--- src/sv/cdad_pkg.sv ---
`timescale 1ns / 1ps
`default_nettype none
// ============================================================================
// cdad_pkg
// Shared types, constants and calendar helpers for the date add-days unit.
// ============================================================================
package cdad_pkg;

    // Field widths of the transaction payload
    localparam int YEAR_W   = 14;
    localparam int MONTH_W  = 4;
    localparam int DAY_W    = 5;
    localparam int OFFSET_W = 17;

    // Working widths: year may leave 0..16383 by about 180 during the walk;
    // the day accumulator holds the widest clamped offset plus a day of month
    localparam int YACC_W = 16;
    localparam int DACC_W = 25;

    // Month codes
    localparam logic [MONTH_W-1:0] MONTH_JAN = 4'd1;
    localparam logic [MONTH_W-1:0] MONTH_FEB = 4'd2;
    localparam logic [MONTH_W-1:0] MONTH_DEC = 4'd12;

    // Valid result year range and the saturated dates
    localparam logic signed [YACC_W-1:0] YEAR_MIN = 16'sd1;
    localparam logic signed [YACC_W-1:0] YEAR_MAX = 16'sd9999;
    localparam logic [DAY_W-1:0]         DAY_FIRST = 5'd1;
    localparam logic [DAY_W-1:0]         DAY_LAST_DEC = 5'd31;

    // Year split into year mod 100 and century mod 4
    localparam logic [6:0]  CENT_LAST   = 7'd99;
    localparam logic [12:0] DIV100_MUL  = 13'd5243;
    localparam int          DIV100_SHR  = 19;
    localparam logic [6:0]  HUNDRED     = 7'd100;

    typedef logic signed [YACC_W-1:0] t_year_acc;
    typedef logic signed [DACC_W-1:0] t_day_acc;

    // Controller to datapath commands
    typedef struct packed {
        logic load;
        logic divq;
        logic divr;
        logic step;
        logic finish;
    } t_dp_cmd;

    // Datapath to controller status
    typedef struct packed {
        logic walk_done;
    } t_dp_stat;

    // Leap year from year mod 100 and (year div 100) mod 4
    function automatic logic f_is_leap(input logic [6:0] m100, input logic [1:0] c4);
        logic leap;
        if (m100 != 7'd0) begin
            leap = (m100[1:0] == 2'd0);
        end else begin
            leap = (c4 == 2'd0);
        end
        return leap;
    endfunction

    // Month length table
    function automatic logic [DAY_W-1:0] f_days_in_month(input logic [MONTH_W-1:0] month,
                                                         input logic leap);
        logic [DAY_W-1:0] len;
        case (month) inside
            MONTH_FEB:                  len = leap ? 5'd29 : 5'd28;
            4'd4, 4'd6, 4'd9, 4'd11:    len = 5'd30;
            default:                    len = 5'd31;
        endcase
        return len;
    endfunction

endpackage
`default_nettype wire

--- src/sv/calendar_date_add_days_unit.sv ---
`timescale 1ns / 1ps
`default_nettype none
// ============================================================================
// calendar_date_add_days_unit
// Gregorian date plus a signed day offset, walked one month per cycle.
// ============================================================================
// Usage:
//   Input channel: i_in_valid / o_in_stall carry year, month, day and a signed
//   offset. A transaction is taken when valid is high and stall is low.
//   Output channel: o_out_valid / i_out_stall carry the resulting date and a
//   range error flag; a result is taken when valid is high and stall is low.
//   Sequence: the accepting edge loads the date, the DIVQ and DIVR states split
//   the year into year mod 100 and century mod 4, then the WALK state crosses
//   one month per step and a final finish step loads the output register. The
//   largest offset crosses about 2155 months.
//   Flow: one transaction at a time; the next one is taken in the cycle
//   after the previous result reaches the output register, so the length of
//   the month walk sets the rate.
//   A pending result waits in the output register while the next transaction
//   is accepted and walked; if the receiver still stalls when that walk ends,
//   the walk holds its result until the register drains.
//   Reset (synchronous, active low) empties the controller and the output
//   register; no memory needs clearing.
// ============================================================================
module calendar_date_add_days_unit #(
    parameter int MAX_OFFSET_DAYS = 65535
) (
    input  wire logic                                   i_clk,
    input  wire logic                                   i_rst_n,
    input  wire logic                                   i_in_valid,
    output logic                                        o_in_stall,
    input  wire logic [cdad_pkg::YEAR_W-1:0]            i_year_in,
    input  wire logic [cdad_pkg::MONTH_W-1:0]           i_month_in,
    input  wire logic [cdad_pkg::DAY_W-1:0]             i_day_in,
    input  wire logic signed [cdad_pkg::OFFSET_W-1:0]   i_day_offset,
    output logic                                        o_out_valid,
    input  wire logic                                   i_out_stall,
    output logic [cdad_pkg::YEAR_W-1:0]                 o_year_out,
    output logic [cdad_pkg::MONTH_W-1:0]                o_month_out,
    output logic [cdad_pkg::DAY_W-1:0]                  o_day_out,
    output logic                                        o_range_error
);
    import cdad_pkg::*;

    t_dp_cmd  cmd;
    t_dp_stat stat;

    // Sequencer
    cdad_ctrl u_ctrl (
        .i_clk       (i_clk),
        .i_rst_n     (i_rst_n),
        .i_in_valid  (i_in_valid),
        .o_in_stall  (o_in_stall),
        .o_out_valid (o_out_valid),
        .i_out_stall (i_out_stall),
        .o_cmd       (cmd),
        .i_stat      (stat)
    );

    // Date registers and month walk
    cdad_datapath #(
        .MAX_OFFSET_DAYS (MAX_OFFSET_DAYS)
    ) u_datapath (
        .i_clk         (i_clk),
        .i_cmd         (cmd),
        .o_stat        (stat),
        .i_year_in     (i_year_in),
        .i_month_in    (i_month_in),
        .i_day_in      (i_day_in),
        .i_day_offset  (i_day_offset),
        .o_year_out    (o_year_out),
        .o_month_out   (o_month_out),
        .o_day_out     (o_day_out),
        .o_range_error (o_range_error)
    );

endmodule
`default_nettype wire

--- src/sv/cdad_ctrl.sv ---
`timescale 1ns / 1ps
`default_nettype none
// ============================================================================
// cdad_ctrl
// Sequencer: accepts a transaction, runs the year split and the month walk,
// and hands the result to the output register when it is free.
// ============================================================================
module cdad_ctrl (
    input  wire logic               i_clk,
    input  wire logic               i_rst_n,
    input  wire logic               i_in_valid,
    output logic                    o_in_stall,
    output logic                    o_out_valid,
    input  wire logic               i_out_stall,
    output cdad_pkg::t_dp_cmd       o_cmd,
    input  wire cdad_pkg::t_dp_stat i_stat
);
    import cdad_pkg::*;

    localparam logic [1:0] S_IDLE = 2'd0;
    localparam logic [1:0] S_DIVQ = 2'd1;
    localparam logic [1:0] S_DIVR = 2'd2;
    localparam logic [1:0] S_WALK = 2'd3;

    logic [1:0] r_state, n_state;
    logic       r_out_valid, n_out_valid;
    logic       out_free;

    // Output register can take a result when empty or being drained
    assign out_free    = !r_out_valid || !i_out_stall;
    assign o_in_stall  = (r_state != S_IDLE);
    assign o_out_valid = r_out_valid;

    // Decode commands and next state
    always_comb begin
        n_state     = r_state;
        n_out_valid = r_out_valid;
        o_cmd       = '0;
        if (r_out_valid && !i_out_stall) begin
            n_out_valid = 1'b0;
        end
        unique case (r_state)
            S_IDLE: begin
                if (i_in_valid) begin
                    o_cmd.load = 1'b1;
                    n_state    = S_DIVQ;
                end
            end
            S_DIVQ: begin
                o_cmd.divq = 1'b1;
                n_state    = S_DIVR;
            end
            S_DIVR: begin
                o_cmd.divr = 1'b1;
                n_state    = S_WALK;
            end
            S_WALK: begin
                if (!i_stat.walk_done) begin
                    o_cmd.step = 1'b1;
                end else if (out_free) begin
                    o_cmd.finish = 1'b1;
                    n_out_valid  = 1'b1;
                    n_state      = S_IDLE;
                end
            end
            default: begin
                n_state = S_IDLE;
            end
        endcase
    end

    // Hold state and output valid
    always_ff @(posedge i_clk) begin
        if (!i_rst_n) begin
            r_state     <= S_IDLE;
            r_out_valid <= 1'b0;
        end else begin
            r_state     <= n_state;
            r_out_valid <= n_out_valid;
        end
    end

endmodule
`default_nettype wire

--- src/sv/cdad_datapath.sv ---
`timescale 1ns / 1ps
`default_nettype none
// ============================================================================
// cdad_datapath
// Working date registers, year mod 100 tracking, one month step per command,
// and the saturating output register.
// ============================================================================
module cdad_datapath #(
    parameter int MAX_OFFSET_DAYS = 65535
) (
    input  wire logic                           i_clk,
    input  wire cdad_pkg::t_dp_cmd              i_cmd,
    output cdad_pkg::t_dp_stat                  o_stat,
    input  wire logic [cdad_pkg::YEAR_W-1:0]    i_year_in,
    input  wire logic [cdad_pkg::MONTH_W-1:0]   i_month_in,
    input  wire logic [cdad_pkg::DAY_W-1:0]     i_day_in,
    input  wire logic signed [cdad_pkg::OFFSET_W-1:0] i_day_offset,
    output logic [cdad_pkg::YEAR_W-1:0]         o_year_out,
    output logic [cdad_pkg::MONTH_W-1:0]        o_month_out,
    output logic [cdad_pkg::DAY_W-1:0]          o_day_out,
    output logic                                o_range_error
);
    import cdad_pkg::*;

    localparam int CLAMP_W = 25;
    localparam logic signed [CLAMP_W-1:0] OFF_HI = CLAMP_W'(MAX_OFFSET_DAYS);
    localparam logic signed [CLAMP_W-1:0] OFF_LO = -OFF_HI;

    t_year_acc          r_year;
    logic [MONTH_W-1:0] r_month;
    t_day_acc           r_day;
    logic [6:0]         r_m100;
    logic [1:0]         r_c4;
    logic [7:0]         r_quot;

    logic signed [CLAMP_W-1:0] off_ext, off_clamp, day_sum;
    logic [MONTH_W-1:0]        month_clamp;
    logic [26:0]               quot_prod;
    logic [YEAR_W-1:0]         rem_full;

    logic [DAY_W-1:0]   dim_cur, dim_prev;
    logic               fwd, bwd;
    logic [MONTH_W-1:0] next_month, prev_month;
    t_year_acc          next_year, prev_year;
    logic [6:0]         next_m100, prev_m100;
    logic [1:0]         next_c4, prev_c4;

    // Clamp the offset and the month, then fold the offset into the day
    always_comb begin
        off_ext = CLAMP_W'(i_day_offset);
        if (off_ext > OFF_HI) begin
            off_clamp = OFF_HI;
        end else if (off_ext < OFF_LO) begin
            off_clamp = OFF_LO;
        end else begin
            off_clamp = off_ext;
        end
        day_sum = off_clamp + $signed({{(CLAMP_W-DAY_W){1'b0}}, i_day_in});
        if (i_month_in < MONTH_JAN) begin
            month_clamp = MONTH_JAN;
        end else if (i_month_in > MONTH_DEC) begin
            month_clamp = MONTH_DEC;
        end else begin
            month_clamp = i_month_in;
        end
    end

    // Year split: quotient by reciprocal, remainder by constant multiply
    assign quot_prod = r_year[YEAR_W-1:0] * DIV100_MUL;
    assign rem_full  = r_year[YEAR_W-1:0] - YEAR_W'(r_quot * HUNDRED);

    // Next month on carry
    always_comb begin
        if (r_month == MONTH_DEC) begin
            next_month = MONTH_JAN;
            next_year  = r_year + t_year_acc'(1);
            if (r_m100 == CENT_LAST) begin
                next_m100 = 7'd0;
                next_c4   = r_c4 + 2'd1;
            end else begin
                next_m100 = r_m100 + 7'd1;
                next_c4   = r_c4;
            end
        end else begin
            next_month = r_month + 4'd1;
            next_year  = r_year;
            next_m100  = r_m100;
            next_c4    = r_c4;
        end
    end

    // Previous month on borrow
    always_comb begin
        if (r_month == MONTH_JAN) begin
            prev_month = MONTH_DEC;
            prev_year  = r_year - t_year_acc'(1);
            if (r_m100 == 7'd0) begin
                prev_m100 = CENT_LAST;
                prev_c4   = r_c4 - 2'd1;
            end else begin
                prev_m100 = r_m100 - 7'd1;
                prev_c4   = r_c4;
            end
        end else begin
            prev_month = r_month - 4'd1;
            prev_year  = r_year;
            prev_m100  = r_m100;
            prev_c4    = r_c4;
        end
    end

    // Compare the day against the current month
    assign dim_cur  = f_days_in_month(r_month, f_is_leap(r_m100, r_c4));
    assign dim_prev = f_days_in_month(prev_month, f_is_leap(prev_m100, prev_c4));
    assign fwd = r_day > $signed({{(DACC_W-DAY_W){1'b0}}, dim_cur});
    assign bwd = r_day[DACC_W-1] || (r_day == '0);
    assign o_stat.walk_done = !fwd && !bwd;

    // Load, split the year, then step one month per cycle
    always_ff @(posedge i_clk) begin
        if (i_cmd.load) begin
            r_year  <= t_year_acc'({2'b00, i_year_in});
            r_month <= month_clamp;
            r_day   <= day_sum[DACC_W-1:0];
        end
        if (i_cmd.divq) begin
            r_quot <= quot_prod[DIV100_SHR +: 8];
        end
        if (i_cmd.divr) begin
            r_m100 <= rem_full[6:0];
            r_c4   <= r_quot[1:0];
        end
        if (i_cmd.step) begin
            if (fwd) begin
                r_day   <= r_day - $signed({{(DACC_W-DAY_W){1'b0}}, dim_cur});
                r_month <= next_month;
                r_year  <= next_year;
                r_m100  <= next_m100;
                r_c4    <= next_c4;
            end else begin
                r_day   <= r_day + $signed({{(DACC_W-DAY_W){1'b0}}, dim_prev});
                r_month <= prev_month;
                r_year  <= prev_year;
                r_m100  <= prev_m100;
                r_c4    <= prev_c4;
            end
        end
    end

    // Saturate the year and load the output register
    always_ff @(posedge i_clk) begin
        if (i_cmd.finish) begin
            if (r_year < YEAR_MIN) begin
                o_year_out    <= YEAR_MIN[YEAR_W-1:0];
                o_month_out   <= MONTH_JAN;
                o_day_out     <= DAY_FIRST;
                o_range_error <= 1'b1;
            end else if (r_year > YEAR_MAX) begin
                o_year_out    <= YEAR_MAX[YEAR_W-1:0];
                o_month_out   <= MONTH_DEC;
                o_day_out     <= DAY_LAST_DEC;
                o_range_error <= 1'b1;
            end else begin
                o_year_out    <= r_year[YEAR_W-1:0];
                o_month_out   <= r_month;
                o_day_out     <= r_day[DAY_W-1:0];
                o_range_error <= 1'b0;
            end
        end
    end

endmodule
`default_nettype wire

--- config.mk ---
export PLATFORM = sky130hd
export DESIGN_NAME = calendar_date_add_days_unit
export DESIGN_NICKNAME = d
export VERILOG_FILES = /design/src/sv/cdad_pkg.sv /design/src/sv/calendar_date_add_days_unit.sv /design/src/sv/cdad_ctrl.sv /design/src/sv/cdad_datapath.sv
export SDC_FILE = /design/constraint.sdc
export NUM_CORES = 1
export LEC_CHECK = 0
export BUFFER_PORTS_ARGS = -buffer_cell sky130_fd_sc_hd__buf_2
export CORE_MARGIN = 10
export CORE_UTILIZATION = 50
export CTS_CLUSTER_DIAMETER = 80
export CTS_CLUSTER_SIZE = 16
export DETAILED_ROUTE_END_ITERATION = 16
export PLACE_DENSITY = 0.71
export SYNTH_ARGS = -nofsm -noshare
export SYNTH_HDL_FRONTEND = slang
export SYNTH_SLANG_ARGS = --single-unit
--- constraint.sdc ---
create_clock -name i_clk -period 4.7 [get_ports i_clk]
set_input_delay 0.94 -clock i_clk [delete_from_list [all_inputs] [get_ports i_clk]]
set_output_delay 0.94 -clock i_clk [all_outputs]
set_load 0.05 [all_outputs]
==> After elaboration in Yosys (flattened, before gate mapping) <==
Cells that the tools add are included.
{ "word_totals": {"in_bits": 44, "word_cells": 144, "out_inout_bits": 26, "register_bits": 89} }
{ "classes": {"n_reduce_logical": 27, "n_addsub": 12, "magnitude_cmp": 7, "mux": 59, "n_eq_ne": 22, "mul": 2} }
{ "ops": {"columns": ["operator", "n"], "rows": [
  ["$mux 25", 5],
  ["$mux 16", 5],
  ["$add 25x6->25", 2],
  ["$mux 7", 7],
  ["$mux 4", 8],
  ["$mul 14x13->27 const B", 1],
  ["$gt 25x6->1", 1],
  ["$logic_not 25->1", 1],
  ["$sub 25x6->25", 1],
  ["$mux 2", 11],
  ["$eq 4x4->1 const B", 5],
  ["$mux 1", 18],
  ["$gt 17x17->1 const B", 1],
  ["$lt 17x17->1 const B", 1],
  ["$add 16x2->16 const B", 1],
  ["$eq 4x3->1 const B", 4],
  ["$gt 16x15->1 const B", 1],
  ["$lt 16x2->1 const B", 1],
  ["$sub 16x2->16 const B", 1],
  ["$mux 5", 3],
  ["$mux 14", 1],
  ["$reduce_bool 7->1", 2],
  ["$logic_not 2->1", 5],
  ["$reduce_and 3->1", 3],
  ["28 further kinds", 40]
]} }

==> Logic depth before layout (Yosys ltp) <==
Gate-level depths: netlist of run 1.
{ "depth": {"depth_word": 11, "depth_mapped": 17, "depth_no_buf": 16} }

==> Cells and area by module <==
Synthesis of run 1 repeated with hierarchy kept, for this count alone.
{ "hier_totals": {"hier_cells": 1066, "hier_area_um2": 10141.0} }
{ "by_module_without_submodules": {"columns": ["mod", "cells_per_inst", "n_inst", "seq_area_each_um2", "area_each_um2"], "rows": [
  ["cdad_datapath", 1041, 1, 2492.4, 9909.5],
  ["cdad_ctrl", 25, 1, 60.1, 231.5]
]} }

==> Least setup slack after synthesis of run 1 <==
Ideal clock, no wire load.
{ "synth_timing": {"path_type": "register to register", "startpoint": "register u_datapath.r_m100[5]", "endpoint": "register u_datapath.r_year[0], enable pin", "t_arrival_ps": 4680, "path_stages_with_launch": 16, "t_required_ps": 4287, "n_path_buf": 3, "setup_time_ps": 413, "slack_ps": -393, "path_cell_list": "edfxtp_1 > clkbuf_1 > nor4_1 > nand3_1 > o21ai_0 > a21oi_1 > nor2_1 > o21ai_0 > ha_1 > nor2b_1 > o211ai_1 > a41o_1 > buf_2 > buf_2 > nand2_1 > nor3b_1"} }
{ "synth_between": {"elab_chain_len": 11, "word_cells_on_any_way": 13, "classes_between": "order compare: 1; eq/ne: 2; mux: 5; reduce/logical: 5"} }
{ "synth_lines": {"columns": ["item", "line_no", "rtl"], "rows": [
  ["start: declaration", "cdad_datapath.sv:32", "logic [6:0] r_m100;"],
  ["start signal: assignment", "cdad_datapath.sv:130", "r_m100 <= rem_full[6:0];"],
  ["start signal: assignment", "cdad_datapath.sv:138", "r_m100 <= next_m100;"],
  ["start signal: assignment", "cdad_datapath.sv:144", "r_m100 <= prev_m100;"],
  ["$reduce_bool 7->1 (*)", "cdad_pkg.sv:57", "if (m100 != 7'd0) begin"],
  ["$mux 1 (*)", "cdad_pkg.sv:57", null],
  ["$mux 1 (*)", "cdad_pkg.sv:70", "MONTH_FEB: len = leap ? 5'd29 : 5'd28;"],
  ["$mux 5 (*)", "cdad_pkg.sv:69", "case (month) inside"],
  ["$gt 25x6->1 (*)", "cdad_datapath.sv:115", "assign fwd = r_day > $signed({{(DACC_W-DAY_W){1'b0}}, dim_cur});"],
  ["$logic_not 1->1", "cdad_datapath.sv:117", "assign o_stat.walk_done = !fwd && !bwd;"],
  ["$logic_and 1x1->1", "cdad_datapath.sv:117", null],
  ["$mux 1", "cdad_ctrl.sv:58", "if (!i_stat.walk_done) begin"],
  ["$mux 2", "cdad_ctrl.sv:42", "unique case (r_state)"],
  ["$ne 3x1->1 (no source line), or another cell as far along", null, null],
  ["$reduce_and 3->1 (no source line) (*)", null, null],
  ["end signal: assignment", "cdad_datapath.sv:122", "r_year <= t_year_acc'({2'b00, i_year_in});"],
  ["end signal: assignment", "cdad_datapath.sv:137", "r_year <= next_year;"],
  ["end signal: assignment", "cdad_datapath.sv:143", "r_year <= prev_year;"],
  ["end: declaration", "cdad_datapath.sv:29", "t_year_acc r_year;"]
]} }
Mark *: on every way between the ends. The rest lies on a longest branch, timed or not.
A chain may end at the register's enable or synchronous reset.

==> Final worst setup path of run 1 <==
{ "layout_timing": {"startpoint": "register u_datapath.r_year[8]", "endpoint": "register u_datapath.r_quot[4], data pin"} }
{ "layout_between": {"elab_chain_len": 1} }
{ "layout_lines": {"columns": ["item", "line_no", "rtl"], "rows": [
  ["$mul 14x13->27", "cdad_datapath.sv:69", "assign quot_prod = r_year[YEAR_W-1:0] * DIV100_MUL;"],
  ["named net u_datapath.quot_prod[23]", "cdad_datapath.sv:38", "logic [26:0] quot_prod;"],
  ["end signal: assignment", "cdad_datapath.sv:127", "r_quot <= quot_prod[DIV100_SHR +: 8];"],
  ["end: declaration", "cdad_datapath.sv:34", "logic [7:0] r_quot;"]
]} }
The timed path passes the listed nets, and every way through them passes these cells.

==> qor.txt, run 1 <==
Post-Syn Instances = 1067
Starting density of the core = 51.4%
Crit Path Category = reg2reg
Overall Global Routing Usage = 18.9%
Net Count, Synth = 1322
Filler cells = 1702
CP required = 4.80 ns
RSZ-0062 raised after global routing = yes
Syn Area/Cell = 9.47 um2
Max cap viols = 0
Synth area leader = edfxtp_1
Fin crit share = 101%
H-tree depth = 3
Top cells by area, synth = edfxtp_1, ha_1, fa_1
Reg-to-reg startpoint = u_datapath.r_year[8]$_DFFE_PP_
CTS Buf Count = 9
Final hold violations = 0
Post-synth EDFFs = 83
IO buf count = 69
Setup TNS = -0.0505 ns
F_max = 211 MHz
Violated checks = negative setup slack
WL per Instance = 17.1 um
Die height = 162 um
Final nets = 1450
Status = complete, but fails checks
Post-DP HPWL = 19.9 mm
Setup crit start kind = register
Vias in the first global route = 7922
Post-Synthesis Cell Area = 0.0101 mm2
Clk_skew = 0.0161 ns
N_diodes = 0
Cell count of the worst reg-to-reg path = 17
Row Count = 51
Async set-reset flop share out of synthesis = 0%
Final ANT Viol Nets = 0
Max FO, Critical Path = 4
Fin worst setup slack = -0.0481 ns
Min cycle time layout = 4.75 ns
Area Overhead vs Synth = 16.8%
I/O pins = 70
Yosys top cell area share = 24.7%
R2r setup slk = -0.05 ns
Drt drc = 0
Overflow left after global routing = 0
Critical Path Sink Type = register
Fin util = 60.1%
CTS sink count = 86
Seq/Total Area, Yosys = 25.3%
Bufs on Longest Clock Path = 2
Top FF cell, synth = edfxtp_1
Clock Latency Late Sink = 0.36 ns
Die area = 0.0263 mm2
CTS tree = built
Die X = 162 um
Slew @ Worst Pin = 1.10 ns
Top-count cell post-synth = inv_1
Slew HR = 26.4%
Crit Reg-Reg Endpoint = u_datapath.r_quot[4]$_DFFE_PN_
DR vias = 8072
Avg Vias per Cell = 5.51
HP Class = reg2reg
Max-slew violation count = 0
Initial DRC count = 467
Flops & latches, synth = 86
Synth cell count leaders = inv_1, ha_1, edfxtp_1
Critical path origin = u_datapath.r_year[8]$_DFFE_PP_
Synth Warn # = 0
Pin count of the biggest net entering global routing = 30
Global-route wire length before repair = 40.6 mm
Reg clk slew, reported paths = 0.08 ns
End of the critical path = u_datapath.r_quot[4]$_DFFE_PN_
Distinct cell type count after synthesis = 71
Routability cong. = 0.897
Hold-fix buffers, CTS = 0
CTS Root Buffer Type = clkbuf_16
CP Data Arrival Time = 4.85 ns
DRT Pass-1 Iters = 5
Setup Viol. Count Final = 2
Initial antenna violation count = 1
Final wirelength = 25.1 mm
Layout cells sized above 1 = 19.3%
Area of the core = 0.0197 mm2
==> state kept, by name (all words and copies together) (netlist names) <==
signal / count
u_datapath.r_c4: 2
u_datapath.r_year: 16
u_ctrl.r_state: 2
u_datapath.o_month_out: 4
u_datapath.o_range_error: 1
u_datapath.r_day: 25
u_datapath.r_month: 4
u_datapath.r_quot: 5
u_datapath.r_m100: 7
u_ctrl.o_out_valid: 1
u_datapath.o_day_out: 5
u_datapath.o_year_out: 14
==> worst max-delay path, cell delays in order, from the launching register on <==
cell and delay [ns]:
edfxtp_1 0.49, buf_6 0.17, fa_1 0.53, ha_2 0.17
inv_1 0.05, fa_1 0.48, inv_2 0.04, fa_1 0.53
inv_1 0.06, fa_1 0.50, inv_1 0.06, ha_4 0.26
and4_1 0.20, o21ai_2 0.07, or2_4 0.22, o22a_4 0.22
nand3_2 0.07, or3b_4 0.36
==> cell usage in the layout (no fill, tap or decap), drive strengths merged, types with 20 or more instances in the layout <==
| cell type | synthesis | layout |
|---|---|---|
| ha | 145 | 145 |
| nand3 | 42 | 42 |
| o21ai | 58 | 58 |
| edfxtp | 83 | 83 |
| buf | 20 | 156 |
| inv | 155 | 160 |
| a21oi | 43 | 43 |
| fa | 66 | 66 |
| nor2 | 52 | 52 |
| nor3 | 20 | 20 |
| mux2i | 25 | 25 |
| nand2 | 75 | 75 |
| xnor2 | 54 | 54 |
==> worst min-delay path by stage <==
stage	from	end	cells after the start
after floorplan	u_ctrl.r_state[0]$_SDFFE_PN0P_	u_ctrl.r_state[0]$_SDFFE_PN0P_	1
after global placement	u_ctrl.o_out_valid$_SDFF_PN0_	u_ctrl.o_out_valid$_SDFF_PN0_	2
after detailed placement	u_ctrl.o_out_valid$_SDFF_PN0_	u_ctrl.o_out_valid$_SDFF_PN0_	2
after CTS	u_ctrl.o_out_valid$_SDFF_PN0_	u_ctrl.o_out_valid$_SDFF_PN0_	2
after global routing	u_ctrl.o_out_valid$_SDFF_PN0_	u_ctrl.o_out_valid$_SDFF_PN0_	2
final	u_ctrl.o_out_valid$_SDFF_PN0_	u_ctrl.o_out_valid$_SDFF_PN0_	2
==> layer usage <==
| metal | GRT usage, % | vias to the layer above | wire (um) |
|---|---|---|---|
| met2 | 29.3 | 222 | 11500 |
| met4 | 3.43 | 2 | 301 |
| met1 | 26.5 | 3839 | 11700 |
| met3 | 4.15 | 26 | 1610 |
| li1 | - | 3983 | - |
| met5 | 0 | - | 18 |
==> cell type report <==
type	count	area, um2	area share (%)
Multi-Input combinational cell	786	7010	59.4
Sequential cell	86	2550	21.6
Timing Repair Buffer	156	1030	8.76
Inverter	156	586	4.96
Tap cell	265	332	2.81
Clock buffer	9	225	1.91
Clock inverter	7	61.3	0.519
==> cell families after synthesis <==
| kind of cell | share of synthesized area [%] |
|---|---|
| adders and majority gates | 31.0 |
| and+or+nand+nor | 14.7 |
| xor gates and xnor gates | 5.63 |
| buffers and inverters | 7.73 |
| muxes | 2.48 |
| DFF | 25.3 |
| AOI/OAI and AO/OA | 13.1 |
==> timing repair <==
action | CTS | global route
pin swaps | 18 | 17
setup buffers | 2 | 14
gates resized for setup | 14 | 34
endpoints found under the setup margin | 5 | 5
==> metrics by stage <==
stage / instances / setup WS (ns) / area (um2) / hold slack (ns)
2_1_floorplan: 1067 / 0.0466 / 10100 / 0.526
3_3_place_gp: 1433 / -0.0432 / 11200 / 0.519
3_5_place_dp: 1433 / -0.186 / 11200 / 0.537
4_1_cts: 1451 / -0.0550 / 11500 / 0.555
5_1_grt: 1465 / -0.154 / 11800 / 0.602
6_report: 1465 / -0.0481 / 11800 / 0.546
Power of run 1 is not shown: default switching activity piles up to over one toggle a cycle in this logic, so the estimate is an artifact.
==> run 2: changes to the inputs <==
Settings changed: REMOVE_ABC_BUFFERS set to 1.
==> qor.txt, run 2 (synthesis results as in run 1) <==
Crit Path Category = reg2reg
RSZ-0062 raised after global routing = yes
Min cycle time layout = 4.71 ns (-0.0362 ns)
DR vias = 8223 (+1.9%)
Final wirelength = 25.5 mm (+1.6%)
Die height = 162 um (unchanged)
Top Registers = u_datapath.r_day x25, u_datapath.r_year x16, u_datapath.o_year_out x14
Clock Latency Late Sink = 0.35 ns (about the same)
CP Data Arrival Time = 4.81 ns (-0.04 ns)
Die X = 162 um (unchanged)
Status = complete, but fails checks
CP delay by family, top = adder cells
HP Class = reg2reg
Overall Global Routing Usage = 19.1% (+0.19 points)
Violated checks = negative setup slack
Setup crit start kind = register
Initial antenna violation count = 2 (+1)
Crit-path most repeated cell = fa_1
Met1 Usage GRT = 26.8% (+0.26 points)
Max-slew violation count = 0 (unchanged)
Fin worst setup slack = -0.0119 ns (+0.0362 ns)
CTS Buf Count = 9 (unchanged)
Largest stage delay, worst path = 0.50 ns (-0.03 ns)
Bufs on Longest Clock Path = 2 (unchanged)
R2r setup slk = -0.01 ns (+0.04 ns)
Largest register FFs = 25 (unchanged)
Fin util = 60.1% (about the same)
Die area = 0.0263 mm2 (unchanged)
DRT Pass-1 Iters = 5 (unchanged)
Gr busiest metal = met2
Pin count of the biggest net entering global routing = 30 (unchanged)
Met3 usage in global routing = 3.79% (-0.35 points)
IO buf count = 69 (unchanged)
I/O pins = 70 (unchanged)
Reg clk slew, reported paths = 0.07 ns (about the same)
WL per Instance = 17.3 um (+1.3%)
Critical Path Sink Type = register
Commonest non-fill, non-tap cells in the layout = inv_1, ha_1, buf_4
Area of the core = 0.0197 mm2 (unchanged)
Most common cell after layout, fill and taps aside = inv_1
Final hold violations = 0 (unchanged)
Vias in the first global route = 7860 (-0.78%)
Area Overhead vs Synth = 16.8% (about the same)
CTS tree = built
H-tree depth = 3 (unchanged)
Fin cells = 1470 (+0.34%)
Starting density of the core = 51.4% (unchanged)
Final nets = 1453 (+0.21%)
Drt drc = 0 (unchanged)
Initial DRC count = 646 (+38%)
Met2 Use GR = 29.6% (+0.30 points)
Final ANT Viol Nets = 0 (unchanged)
Setup Viol. Count Final = 2 (unchanged)
Max cap viols = 0 (unchanged)
CTS sink count = 86 (unchanged)
Worst path slowest cell = edfxtp_1
Row Count = 51 (unchanged)
Worst Hold Margin = 0.568 ns (+0.0215 ns)
CTS Root Buffer Type = clkbuf_16
Routability cong. = 0.940 (+4.8%)
CP Buf/Inv Count = 5 (unchanged)
Avg Vias per Cell = 5.59 (+1.5%)
Overflow left after global routing = 0 (unchanged)
Post-DP HPWL = 20.2 mm (+1.9%)
Clk_skew = 0.00599 ns (-0.0101 ns)
CP required = 4.80 ns (about the same)
Slew @ Worst Pin = 0.814 ns (-0.286 ns)
Top reg by flops = u_datapath.r_day
Layout cells sized above 1 = 19.3% (-0.048 points)
CP Cell Sequence = buf_4 -> fa_1 -> ha_1 -> inv_1 -> fa_1 -> inv_1 -> fa_1 -> inv_2 -> fa_1 -> inv_2 -> ha_4 -> and4_1 -> o21ai_2 -> or2_4 -> o22a_1 -> nand3_1 -> or3b_4
F_max = 212 MHz (+0.77%)
Max FO, Critical Path = 5 (+1)
Fin crit share = 100% (-0.77 points)
Slew HR = 45.3% (+19 points)
Global-route wire length before repair = 40.7 mm (+0.17%)
Placed insts = 1437 (+0.28%)
## run 2: layout make-up
type,count,area [um2]
Fill cell,1671,7850
Multi-Input combinational cell,786,7010
Sequential cell,86,2550
Timing Repair Buffer,159,1040
Inverter,156,586
Tap cell,265,332
Clock buffer,10,239
Clock inverter,6,43.8
Antenna cell,2,5.00
## run 2: metrics by stage
| stage | TNS, ns | area (um2) | setup slack [ns] |
|---|---|---|---|
| floorplan | -21.13 | 9910 | -0.965 |
| global placement | -0.467 | 11200 | -0.174 |
| detailed placement | -1.17 | 11200 | -0.301 |
| CTS | -0.0133 | 11600 | -0.0133 |
| global route | -0.464 | 11800 | -0.161 |
| finish | -0.0173 | 11800 | -0.0119 |
## run 2: path summary, 6_finish.rpt
path / from / to / cells after the start
max reg2reg: u_datapath.r_year[11]$_DFFE_PP_ / u_datapath.r_quot[4]$_DFFE_PN_ / 17
min: u_ctrl.r_state[0]$_SDFFE_PN0P_ / u_ctrl.r_state[0]$_SDFFE_PN0P_ / 1
min reg2reg: u_ctrl.r_state[0]$_SDFFE_PN0P_ / u_ctrl.r_state[0]$_SDFFE_PN0P_ / 1
max: u_datapath.r_year[11]$_DFFE_PP_ / u_datapath.r_quot[4]$_DFFE_PN_ / 17
## run 2: worst register-to-register path: cells and delay by family (launching register included)
family,cells,cell delay (ns)
DFF,1,0.50
buffers and inverters,5,0.37
AOI/OAI and AO/OA,2,0.26
and+or+nand+nor,4,0.88
adders and majority gates,6,2.45
## run 2: what timing repair did
action                     CTS  global route
gates resized for setup     24            22
buffers inserted             9             6
pin swaps                   25            16
hold buffers                 0             0
setup endpoints to repair    5             6
## run 2: layer usage
metal | wire length (um) | part of all wire (%)
met4 | 344 | 1.3
met5 | 0 | 0
met2 | 11500 | 45
met3 | 1860 | 7.3
met1 | 11800 | 46
Power of run 2 is left out for the same reason.
